### config.mk
export PLATFORM = sky130hd
export DESIGN_NAME = scissor_rect_stack_top_flat
export DESIGN_NICKNAME = d
export VERILOG_FILES = /design/src/hw/rtl/srs_pkg.sv /design/src/hw/rtl/srs_if.sv /design/src/hw/rtl/srs_cell.sv /design/src/hw/rtl/srs_op.sv /design/src/hw/rtl/scissor_rect_stack_top.sv /design/src/flat_wrapper.sv
export SDC_FILE = /design/constraint.sdc
export NUM_CORES = 2
export LEC_CHECK = 0
export BUFFER_PORTS_ARGS = -buffer_cell sky130_fd_sc_hd__buf_2
export CAP_MARGIN = 25
export CORE_MARGIN = 1
export CORE_UTILIZATION = 50
export CTS_CLUSTER_DIAMETER = 150
export DETAILED_ROUTE_END_ITERATION = 7
export GPL_TIMING_DRIVEN = 0
export PLACE_DENSITY = 0.69
export SETUP_SLACK_MARGIN = 0.2
export SLEW_MARGIN = 10
export SYNTH_ARGS = -nofsm -noshare
export SYNTH_HDL_FRONTEND = slang
export SYNTH_SLANG_ARGS = --single-unit
### constraint.sdc
create_clock -name clk -period 33.8 [get_ports clk]
set_input_delay 1.69 -clock clk [delete_from_list [all_inputs] [get_ports clk]]
set_output_delay 1.69 -clock clk [all_outputs]
set_load 0.02 [all_outputs]
### src/hw/rtl/srs_pkg.sv
// ----------------------------------------------------------------------------
// srs_pkg: shared types and helpers for the scissor rectangle stack
// Holds the stack entry layout, operation and fault codes, the shift command
// of the cell row, and the saturation helper for Q15.8 values.
// ----------------------------------------------------------------------------
package srs_pkg;

  // Width of every Q15.8 coordinate.
  localparam int unsigned FX_W = 24;

  typedef logic signed [FX_W-1:0] fx_t;

  // Operation codes of an input beat.
  typedef enum logic [1:0] {
    KIND_PUSH    = 2'd0,
    KIND_POP     = 2'd1,
    KIND_DISABLE = 2'd2,
    KIND_CULL    = 2'd3
  } kind_t;

  // Fault codes of a result beat.
  typedef enum logic [1:0] {
    FAULT_NONE      = 2'd0,
    FAULT_POP_EMPTY = 2'd1,
    FAULT_PUSH_FULL = 2'd2
  } fault_t;

  // Move of the cell row.
  typedef enum logic [1:0] {
    SHIFT_HOLD = 2'd0,
    SHIFT_PUSH = 2'd1,
    SHIFT_POP  = 2'd2
  } shift_t;

  // One stack entry; ok marks a live scissor, via marks the screen path.
  typedef struct packed {
    logic via;
    logic ok;
    fx_t  left;
    fx_t  bottom;
    fx_t  width;
    fx_t  height;
  } entry_t;

  // Fill level of the stack as seen by the operation unit.
  typedef struct packed {
    logic empty;
    logic single;
    logic full;
  } level_t;

  // Payload of one result beat.
  typedef struct packed {
    logic   scissor_on;
    fx_t    active_x;
    fx_t    active_y;
    fx_t    active_w;
    fx_t    active_h;
    logic   active_via_screen;
    logic   is_outside;
    logic   no_scissor;
    fault_t fault;
  } result_t;

  // Clamp a 26-bit signed difference to the signed 24-bit range.
  function automatic fx_t sat_fx(input logic signed [FX_W+1:0] v);
    logic signed [FX_W+1:0] hi;
    logic signed [FX_W+1:0] lo;
    hi = {3'b000, {(FX_W-1){1'b1}}};
    lo = {3'b111, {(FX_W-1){1'b0}}};
    if (v > hi) begin
      return {1'b0, {(FX_W-1){1'b1}}};
    end else if (v < lo) begin
      return {1'b1, {(FX_W-1){1'b0}}};
    end else begin
      return v[FX_W-1:0];
    end
  endfunction

endpackage

### src/hw/rtl/srs_if.sv
// ----------------------------------------------------------------------------
// srs_if: request and response channels of the scissor rectangle stack
// Both are valid/ready channels; a beat moves when valid and ready are high
// at a rising clock edge.
// ----------------------------------------------------------------------------
interface srs_req_if;
  import srs_pkg::*;

  logic       valid;
  logic       ready;
  logic [1:0] kind;
  fx_t        pos_x;
  fx_t        pos_y;
  fx_t        size_w;
  fx_t        size_h;
  logic       via_screen;
  logic       skip_clip;
  fx_t        query_xmax;
  fx_t        query_ymax;

  modport source (
    output valid, kind, pos_x, pos_y, size_w, size_h, via_screen, skip_clip,
           query_xmax, query_ymax,
    input  ready
  );

  modport sink (
    input  valid, kind, pos_x, pos_y, size_w, size_h, via_screen, skip_clip,
           query_xmax, query_ymax,
    output ready
  );
endinterface

interface srs_rsp_if;
  import srs_pkg::*;

  logic       valid;
  logic       ready;
  logic       scissor_on;
  fx_t        active_x;
  fx_t        active_y;
  fx_t        active_w;
  fx_t        active_h;
  logic       active_via_screen;
  logic       is_outside;
  logic       no_scissor;
  logic [1:0] fault;

  modport source (
    output valid, scissor_on, active_x, active_y, active_w, active_h,
           active_via_screen, is_outside, no_scissor, fault,
    input  ready
  );

  modport sink (
    input  valid, scissor_on, active_x, active_y, active_w, active_h,
           active_via_screen, is_outside, no_scissor, fault,
    output ready
  );
endinterface

### src/hw/rtl/srs_cell.sv
// ----------------------------------------------------------------------------
// srs_cell: one slot of the shifting stack
// Takes the entry of the neighbor above on a push and of the neighbor below
// on a pop; otherwise keeps its own entry.
// ----------------------------------------------------------------------------
module srs_cell (
  input  logic           clk,
  input  srs_pkg::shift_t shift,
  input  srs_pkg::entry_t from_up,
  input  srs_pkg::entry_t from_down,
  output srs_pkg::entry_t entry
);
  import srs_pkg::*;

  // Payload only; the fill count says which cells hold live entries.
  always_ff @(posedge clk) begin
    case (shift)
      SHIFT_PUSH: entry <= from_up;
      SHIFT_POP:  entry <= from_down;
      default:    entry <= entry;
    endcase
  end

endmodule

### src/hw/rtl/srs_op.sv
// ----------------------------------------------------------------------------
// srs_op: operation unit of the scissor rectangle stack
// Decodes one request beat against the top two cells and the fill level,
// clips a pushed rectangle, runs the cull test, and forms the result beat.
// ----------------------------------------------------------------------------
module srs_op (
  input  logic            fire,
  input  logic [1:0]      kind,
  input  srs_pkg::fx_t    pos_x,
  input  srs_pkg::fx_t    pos_y,
  input  srs_pkg::fx_t    size_w,
  input  srs_pkg::fx_t    size_h,
  input  logic            via_screen,
  input  logic            skip_clip,
  input  srs_pkg::fx_t    query_xmax,
  input  srs_pkg::fx_t    query_ymax,
  input  srs_pkg::entry_t top,
  input  srs_pkg::entry_t second,
  input  srs_pkg::level_t level,
  output srs_pkg::shift_t shift,
  output srs_pkg::entry_t new_entry,
  output srs_pkg::result_t result
);
  import srs_pkg::*;

  kind_t                  op;
  logic                   top_live;
  fx_t                    tl, tb, tw, th;
  logic signed [FX_W:0]   tr, tt, ar, at;
  fx_t                    nl, nb;
  logic signed [FX_W:0]   nr, nt;
  logic signed [FX_W+1:0] dw, dh;
  entry_t                 clipped;
  logic                   hit;
  logic                   outside;
  fault_t                 fault;
  shift_t                 move;
  entry_t                 after;
  logic                   after_live;

  assign op       = kind_t'(kind);
  assign top_live = !level.empty && top.ok;
  assign tl = top.left;
  assign tb = top.bottom;
  assign tw = top.width;
  assign th = top.height;

  // Edges of the top entry and of the request at full precision.
  assign tr = {tl[FX_W-1], tl} + {tw[FX_W-1], tw};
  assign tt = {tb[FX_W-1], tb} + {th[FX_W-1], th};
  assign ar = {pos_x[FX_W-1], pos_x} + {size_w[FX_W-1], size_w};
  assign at = {pos_y[FX_W-1], pos_y} + {size_h[FX_W-1], size_h};

  // Intersection of the request with the top entry, size saturated.
  assign nl = (tl > pos_x) ? tl : pos_x;
  assign nb = (tb > pos_y) ? tb : pos_y;
  assign nr = (tr > ar) ? ar : tr;
  assign nt = (tt > at) ? at : tt;
  assign dw = {nr[FX_W], nr} - {nl[FX_W-1], nl[FX_W-1], nl};
  assign dh = {nt[FX_W], nt} - {nb[FX_W-1], nb[FX_W-1], nb};

  // Entry written by a push or a disable.
  always_comb begin
    clipped.via    = via_screen;
    clipped.ok     = 1'b1;
    clipped.left   = pos_x;
    clipped.bottom = pos_y;
    clipped.width  = size_w;
    clipped.height = size_h;
    if (!skip_clip && top_live) begin
      clipped.left   = nl;
      clipped.bottom = nb;
      clipped.width  = sat_fx(dw);
      clipped.height = sat_fx(dh);
    end
    if (op == KIND_DISABLE) begin
      new_entry = '0;
    end else begin
      new_entry = clipped;
    end
  end

  // Cull test against the top entry; touching edges overlap.
  assign hit = !(tr < pos_x || tl > query_xmax || tt < pos_y || tb > query_ymax);

  // Decode: stack move, fault, and the top entry once the beat is done.
  always_comb begin
    move       = SHIFT_HOLD;
    fault      = FAULT_NONE;
    outside    = 1'b0;
    after      = top;
    after_live = top_live;
    case (op)
      KIND_PUSH, KIND_DISABLE: begin
        if (level.full) begin
          fault = FAULT_PUSH_FULL;
        end else begin
          move       = SHIFT_PUSH;
          after      = new_entry;
          after_live = new_entry.ok;
        end
      end
      KIND_POP: begin
        if (level.empty) begin
          fault = FAULT_POP_EMPTY;
        end else begin
          move       = SHIFT_POP;
          after      = second;
          after_live = !level.single && second.ok;
        end
      end
      KIND_CULL: begin
        if (level.empty) begin
          outside = 1'b0;
        end else if (!top.ok) begin
          outside = 1'b1;
        end else begin
          outside = !hit;
        end
      end
      default: begin
        move = SHIFT_HOLD;
      end
    endcase
  end

  assign shift = fire ? move : SHIFT_HOLD;

  // Result beat; the active scissor reads as zero when there is none.
  always_comb begin
    result.scissor_on        = after_live;
    result.no_scissor        = !after_live;
    result.active_x          = after_live ? after.left   : '0;
    result.active_y          = after_live ? after.bottom : '0;
    result.active_w          = after_live ? after.width  : '0;
    result.active_h          = after_live ? after.height : '0;
    result.active_via_screen = after_live && after.via;
    result.is_outside        = outside;
    result.fault             = fault;
  end

endmodule

### src/hw/rtl/scissor_rect_stack_top.sv
// ----------------------------------------------------------------------------
// scissor_rect_stack_top: bounded stack of Q15.8 scissor rectangles
// A row of cells shifts down on a push and up on a pop, so the top entry
// always sits in the first cell; one result beat follows each request beat.
// ----------------------------------------------------------------------------
//
//  Channel  Dir   Beat content
//  -------  ----  ---------------------------------------------------------
//  req      in    kind, rectangle or query box, via_screen, skip_clip
//  rsp      out   active scissor, scissor_on, no_scissor, is_outside, fault
//
// One request beat is taken per cycle while req is not stalled; its result is
// registered and shows up on rsp the cycle after. req stalls only while a
// result waits and rsp is not ready.
// Reset empties the stack at once; cell contents are left as they are.
//
module scissor_rect_stack_top #(
  parameter int unsigned STACK_DEPTH = 16
) (
  input logic         clk,
  input logic         rst,
  srs_req_if.sink     req,
  srs_rsp_if.source   rsp
);
  import srs_pkg::*;

  localparam int unsigned CNT_W = $clog2(STACK_DEPTH + 1);

  logic [CNT_W-1:0] count;
  logic [CNT_W-1:0] count_next;
  entry_t           cells [STACK_DEPTH];
  entry_t           new_entry;
  shift_t           shift;
  level_t           level;
  result_t          result;
  result_t          rsp_data;
  logic             rsp_valid;
  logic             fire;

  // Output register parts the two sides.
  assign req.ready = !rsp_valid || rsp.ready;
  assign fire      = req.valid && req.ready;

  assign level.empty  = (count == '0);
  assign level.single = (count == CNT_W'(1));
  assign level.full   = (count == CNT_W'(STACK_DEPTH));

  srs_op u_op (
    .fire       (fire),
    .kind       (req.kind),
    .pos_x      (req.pos_x),
    .pos_y      (req.pos_y),
    .size_w     (req.size_w),
    .size_h     (req.size_h),
    .via_screen (req.via_screen),
    .skip_clip  (req.skip_clip),
    .query_xmax (req.query_xmax),
    .query_ymax (req.query_ymax),
    .top        (cells[0]),
    .second     (cells[1]),
    .level      (level),
    .shift      (shift),
    .new_entry  (new_entry),
    .result     (result)
  );

  // Row of cells; the first takes the new entry, the last refills itself.
  for (genvar i = 0; i < STACK_DEPTH; i++) begin : g_cell
    entry_t up;
    entry_t down;
    if (i == 0) begin : g_first
      assign up = new_entry;
    end else begin : g_mid_up
      assign up = cells[i-1];
    end
    if (i == STACK_DEPTH - 1) begin : g_last
      assign down = cells[i];
    end else begin : g_mid_down
      assign down = cells[i+1];
    end
    srs_cell u_cell (
      .clk       (clk),
      .shift     (shift),
      .from_up   (up),
      .from_down (down),
      .entry     (cells[i])
    );
  end

  // Fill count follows the moves of the row.
  always_comb begin
    case (shift)
      SHIFT_PUSH: count_next = count + CNT_W'(1);
      SHIFT_POP:  count_next = count - CNT_W'(1);
      default:    count_next = count;
    endcase
  end

  always_ff @(posedge clk) begin
    if (rst) begin
      count <= '0;
    end else begin
      count <= count_next;
    end
  end

  // Result register and its valid flag.
  always_ff @(posedge clk) begin
    if (rst) begin
      rsp_valid <= 1'b0;
    end else if (fire) begin
      rsp_valid <= 1'b1;
    end else if (rsp.ready) begin
      rsp_valid <= 1'b0;
    end
  end

  always_ff @(posedge clk) begin
    if (fire) begin
      rsp_data <= result;
    end
  end

  assign rsp.valid             = rsp_valid;
  assign rsp.scissor_on        = rsp_data.scissor_on;
  assign rsp.active_x          = rsp_data.active_x;
  assign rsp.active_y          = rsp_data.active_y;
  assign rsp.active_w          = rsp_data.active_w;
  assign rsp.active_h          = rsp_data.active_h;
  assign rsp.active_via_screen = rsp_data.active_via_screen;
  assign rsp.is_outside        = rsp_data.is_outside;
  assign rsp.no_scissor        = rsp_data.no_scissor;
  assign rsp.fault             = rsp_data.fault;

endmodule
### src/flat_wrapper.sv
// flat-port wrapper written by rule: the top's interface ports become plain ports
module scissor_rect_stack_top_flat import srs_pkg::*;
#(
  parameter int unsigned STACK_DEPTH = 16
)
  (clk, rst, req_valid, req_kind, req_pos_x, req_pos_y, req_size_w, req_size_h, req_via_screen, req_skip_clip, req_query_xmax, req_query_ymax, req_ready, rsp_valid, rsp_scissor_on, rsp_active_x, rsp_active_y, rsp_active_w, rsp_active_h, rsp_active_via_screen, rsp_is_outside, rsp_no_scissor, rsp_fault, rsp_ready);
  srs_req_if req_i ();
  srs_rsp_if rsp_i ();
  input logic clk;
  input logic rst;
  input wire logic [$bits(req_i.valid)-1:0] req_valid;
  input wire logic [$bits(req_i.kind)-1:0] req_kind;
  input wire logic [$bits(req_i.pos_x)-1:0] req_pos_x;
  input wire logic [$bits(req_i.pos_y)-1:0] req_pos_y;
  input wire logic [$bits(req_i.size_w)-1:0] req_size_w;
  input wire logic [$bits(req_i.size_h)-1:0] req_size_h;
  input wire logic [$bits(req_i.via_screen)-1:0] req_via_screen;
  input wire logic [$bits(req_i.skip_clip)-1:0] req_skip_clip;
  input wire logic [$bits(req_i.query_xmax)-1:0] req_query_xmax;
  input wire logic [$bits(req_i.query_ymax)-1:0] req_query_ymax;
  output wire logic [$bits(req_i.ready)-1:0] req_ready;
  output wire logic [$bits(rsp_i.valid)-1:0] rsp_valid;
  output wire logic [$bits(rsp_i.scissor_on)-1:0] rsp_scissor_on;
  output wire logic [$bits(rsp_i.active_x)-1:0] rsp_active_x;
  output wire logic [$bits(rsp_i.active_y)-1:0] rsp_active_y;
  output wire logic [$bits(rsp_i.active_w)-1:0] rsp_active_w;
  output wire logic [$bits(rsp_i.active_h)-1:0] rsp_active_h;
  output wire logic [$bits(rsp_i.active_via_screen)-1:0] rsp_active_via_screen;
  output wire logic [$bits(rsp_i.is_outside)-1:0] rsp_is_outside;
  output wire logic [$bits(rsp_i.no_scissor)-1:0] rsp_no_scissor;
  output wire logic [$bits(rsp_i.fault)-1:0] rsp_fault;
  input wire logic [$bits(rsp_i.ready)-1:0] rsp_ready;
  assign req_i.valid = req_valid;
  assign req_i.kind = req_kind;
  assign req_i.pos_x = req_pos_x;
  assign req_i.pos_y = req_pos_y;
  assign req_i.size_w = req_size_w;
  assign req_i.size_h = req_size_h;
  assign req_i.via_screen = req_via_screen;
  assign req_i.skip_clip = req_skip_clip;
  assign req_i.query_xmax = req_query_xmax;
  assign req_i.query_ymax = req_query_ymax;
  assign req_ready = req_i.ready;
  assign rsp_valid = rsp_i.valid;
  assign rsp_scissor_on = rsp_i.scissor_on;
  assign rsp_active_x = rsp_i.active_x;
  assign rsp_active_y = rsp_i.active_y;
  assign rsp_active_w = rsp_i.active_w;
  assign rsp_active_h = rsp_i.active_h;
  assign rsp_active_via_screen = rsp_i.active_via_screen;
  assign rsp_is_outside = rsp_i.is_outside;
  assign rsp_no_scissor = rsp_i.no_scissor;
  assign rsp_fault = rsp_i.fault;
  assign rsp_i.ready = rsp_ready;
  scissor_rect_stack_top #(.STACK_DEPTH(STACK_DEPTH)) u_core (.clk(clk), .rst(rst), .req(req_i), .rsp(rsp_i));
endmodule
==> impl_metrics.json <==
{
  "status": "complete, no violations",
  "holdBufCountCts": 0,
  "worst_ep_arrival_time_ns": 11.99,
  "tritoncts": "done",
  "htreeDepth": 4,
  "holdPathStages": 0,
  "setup_viol": 0,
  "grt_start_max_net_pins": 67,
  "wire_per_inst_um": 29.9,
  "rsz0062_at_grt": "false",
  "p_total_mw": 5.83,
  "drt_iter0_markers": 5756,
  "cp-start-kind": "input pin",
  "rr_worst_depth": 32,
  "dp_hpwl_mm": 200,
  "syn_inst": 5708,
  "portBuffers": 254,
  "relSlewSlack": 0.220,
  "cts_root_buf": "clkbuf_16",
  "drv_slew": 0,
  "cp.required_ns": 34.32,
  "antenna_found_initial": 51,
  "crit_cells": 35,
  "crit_start": "req_pos_y[2]",
  "post_cts_buffers": 0,
  "p_leak_nw": 33.8,
  "cts_made_buffers": 171,
  "clkTransAtPathRegs_ns": 0.06,
  "final_cells": 8554,
  "wl_mm": 256,
  "power_density_nw_per_um2": 61.7,
  "cp_num_buf_inv": 6,
  "worst_pin_slew_ns": 1.17,
  "dr_total_vias": 52600,
  "dieHeight_um": 411,
  "drv_cap": 0,
  "synthTopCellsByArea": "edfxtp_1 (60%), mux2_2 (19%), ha_1 (5.1%)",
  "rr_endpoint": "u_core.rsp.active_h[15]",
  "synth_area_um2": 83700,
  "r2r-start": "u_core.g_cell[0].u_cell.entry[49]",
  "crit_end": "u_core.rsp.active_h[15]",
  "yosysWarnings": 0,
  "grt_pass1_vias": 52000,
  "clkLatencyLatePin_ns": 0.82,
  "fin_nets": 6713,
  "worst-path-max-fanout": 10,
  "synthArstFlopShare": 0,
  "first_pass_iters": 6,
  "worst_path_most_repeated_cell": "nor2_1",
  "yosys.area.top_type": "edfxtp_1",
  "layout-drive-gt1-share": 0.319,
  "track_usage": 0.299,
  "ys_seq_area_frac": 0.601,
  "std_cell_rows": 149,
  "pre_cts_ws_ns": 21.80,
  "areaGrowthSynthToFinish_pct": 13.0,
  "dp.cells": 8227,
  "synth_edf_count": 1670,
  "drcViolationCount": 0,
  "synth_top_area_frac": 0.599,
  "syn-num-nets": 6209,
  "crit_family": "compound AO/OA/AOI/OAI gates",
  "vdd_drop_max_mv": 0.0478,
  "min_period_ns": 11.47,
  "finalHoldViolCount": 0,
  "place.gp.congestion": 1.00,
  "slowest_stage": "nor4_1",
  "antenna_left": 0,
  "via_per_inst": 6.15,
  "cp-end-kind": "flop",
  "syn_avg_cell_area_um2": 14.7,
  "worst-setup-path-type": "input pin to flop",
  "hold_path.class": "flop to flop",
  "max_stage_delay_ns": 0.84,
  "period_share": 0.339,
  "cts_sinks": 1676,
  "fmax_mhz": 87.2,
  "cts-resized-gates": 0,
  "clockBufferDepth": 3,
  "start_util": 0.505,
  "r2r_setup_slack_ns": 22.45,
  "timing.final.ws_setup_ns": 22.33,
  "die-area_um2": 169000,
  "timing.hold.ws_ns": 0.425,
  "ys_ff_latch": 1676,
  "grt_pass1_wl_mm": 365,
  "core-area_um2": 166000,
  "grt_overflow": 0,
  "fin_worst_skew_ns": 0.0557,
  "synth.distinct_cells": 86,
  "chipWidth_um": 411,
  "io_pins": 256,
  "synth_ff_type": "edfxtp_1"
}
==> per-layer routing <==
layer / GRT usage / vias up / part of all wire
li1: - / 23200 / -
met1: 0.400 / 26700 / 0.41
met2: 0.465 / 2168 / 0.46
met3: 0.0770 / 482 / 0.087
met4: 0.120 / 18 / 0.045
met5: 0 / - / 0.00048
==> cell families (layout without fill, tap and decap cells) <==
logic type                 Yosys count  in the layout  share of synthesized area
and+or+nand+nor                    649            649                     0.0383
AOI/OAI and AO/OA                  914            914                     0.0702
buffers and inverters              470           1108                     0.0215
xor gates and xnor gates           127            127                     0.0135
other                                0             19                          0
adders and majority gates          350            350                     0.0529
muxes                             1522           1522                      0.203
DFF                               1676           1676                      0.601
==> layout make-up <==
type                       count  area, um2
timing repair buffer         331       2580
fill                       13200      71000
sequential                  1676      50300
tap                         2189       2740
multi-input combinational   3562      31700
buffer                       268       1060
clock inverter               104        917
inverter                     202        767
antenna                       19       47.5
clock buffer                 203       4420
==> flip-flops by register name (all words and copies together), names as in the netlist <==
name / cells
u_core.rsp.active_via_screen: 1
u_core.count: 5
u_core.rsp.active_w: 24
u_core.rsp.valid: 1
u_core.rsp.fault: 2
u_core.rsp.active_x: 24
u_core.rsp.scissor_on: 1
u_core.rsp.is_outside: 1
u_core.rsp.active_h: 24
u_core.rsp.active_y: 24
u_core.g_cell.u_cell.entry: 1568
u_core.rsp.no_scissor: 1
==> worst min-delay path by stage <==
stage | to | slack [ns] | from
2_1_floorplan | u_core.g_cell[15].u_cell.entry[0] | 0.42 | u_core.g_cell[14].u_cell.entry[0]
3_3_place_gp | u_core.g_cell[15].u_cell.entry[75] | 0.42 | u_core.g_cell[14].u_cell.entry[75]
3_5_place_dp | u_core.g_cell[15].u_cell.entry[31] | 0.43 | u_core.g_cell[14].u_cell.entry[31]
4_1_cts | u_core.g_cell[15].u_cell.entry[25] | 0.42 | u_core.g_cell[14].u_cell.entry[25]
5_1_grt | u_core.g_cell[15].u_cell.entry[25] | 0.44 | u_core.g_cell[14].u_cell.entry[25]
6_report | u_core.g_cell[15].u_cell.entry[25] | 0.43 | u_core.g_cell[14].u_cell.entry[25]
==> through the flow <==
stage               setup TNS, ns  utilization  area, um2
finish                          0        0.571      94500
global route                    0        0.571      94500
CTS                             0        0.571      94500
detailed placement              0        0.538      89100
global placement         -7017.11        0.530      87700
floorplan                       0            -      83700
==> cell usage in the layout, fill, tap and decap left out, drive strengths merged, types with 12 or more instances in the layout <==
cell type	count
nor4	16
nand4	37
xor2	40
o31ai	12
o221ai	38
o21a	43
ha	343
nand2	248
mux2	1390
o21ai	194
a21oi	272
clkinv	84
o22ai	76
a211o	14
xnor2	87
edfxtp	1670
clkbuf	453
buf	349
nor2b	31
and3	81
inv	208
o21bai	24
nand3	36
a221oi	31
nor2	92
nor3	26
mux2i	132
a211oi	23
diode	19
a31oi	16
a21o	94
nand2b	33
==> power by group <==
part / internal [mW] / switching, mW
Clock: 1.01 / 0.819
Sequential: 2.49 / 0.120
Combinational: 0.530 / 0.856
==> synth_stat cells, drive strengths merged (14+ instances only) <==
cell / instances
a31oi: 16
and3: 81
nor2b: 31
a221oi: 31
mux2: 1390
edfxtp: 1670
clkbuf: 250
xor2: 40
nor3: 26
nor4: 16
o21a: 43
mux2i: 132
nand3: 36
a211o: 14
buf: 18
nand2: 248
ha: 343
o221ai: 38
o21bai: 24
inv: 202
o22ai: 76
nand4: 37
o21ai: 194
nor2: 92
a21oi: 272
a21o: 94
a211oi: 23
xnor2: 87
nand2b: 33
(Power assumes the default switching activity.)
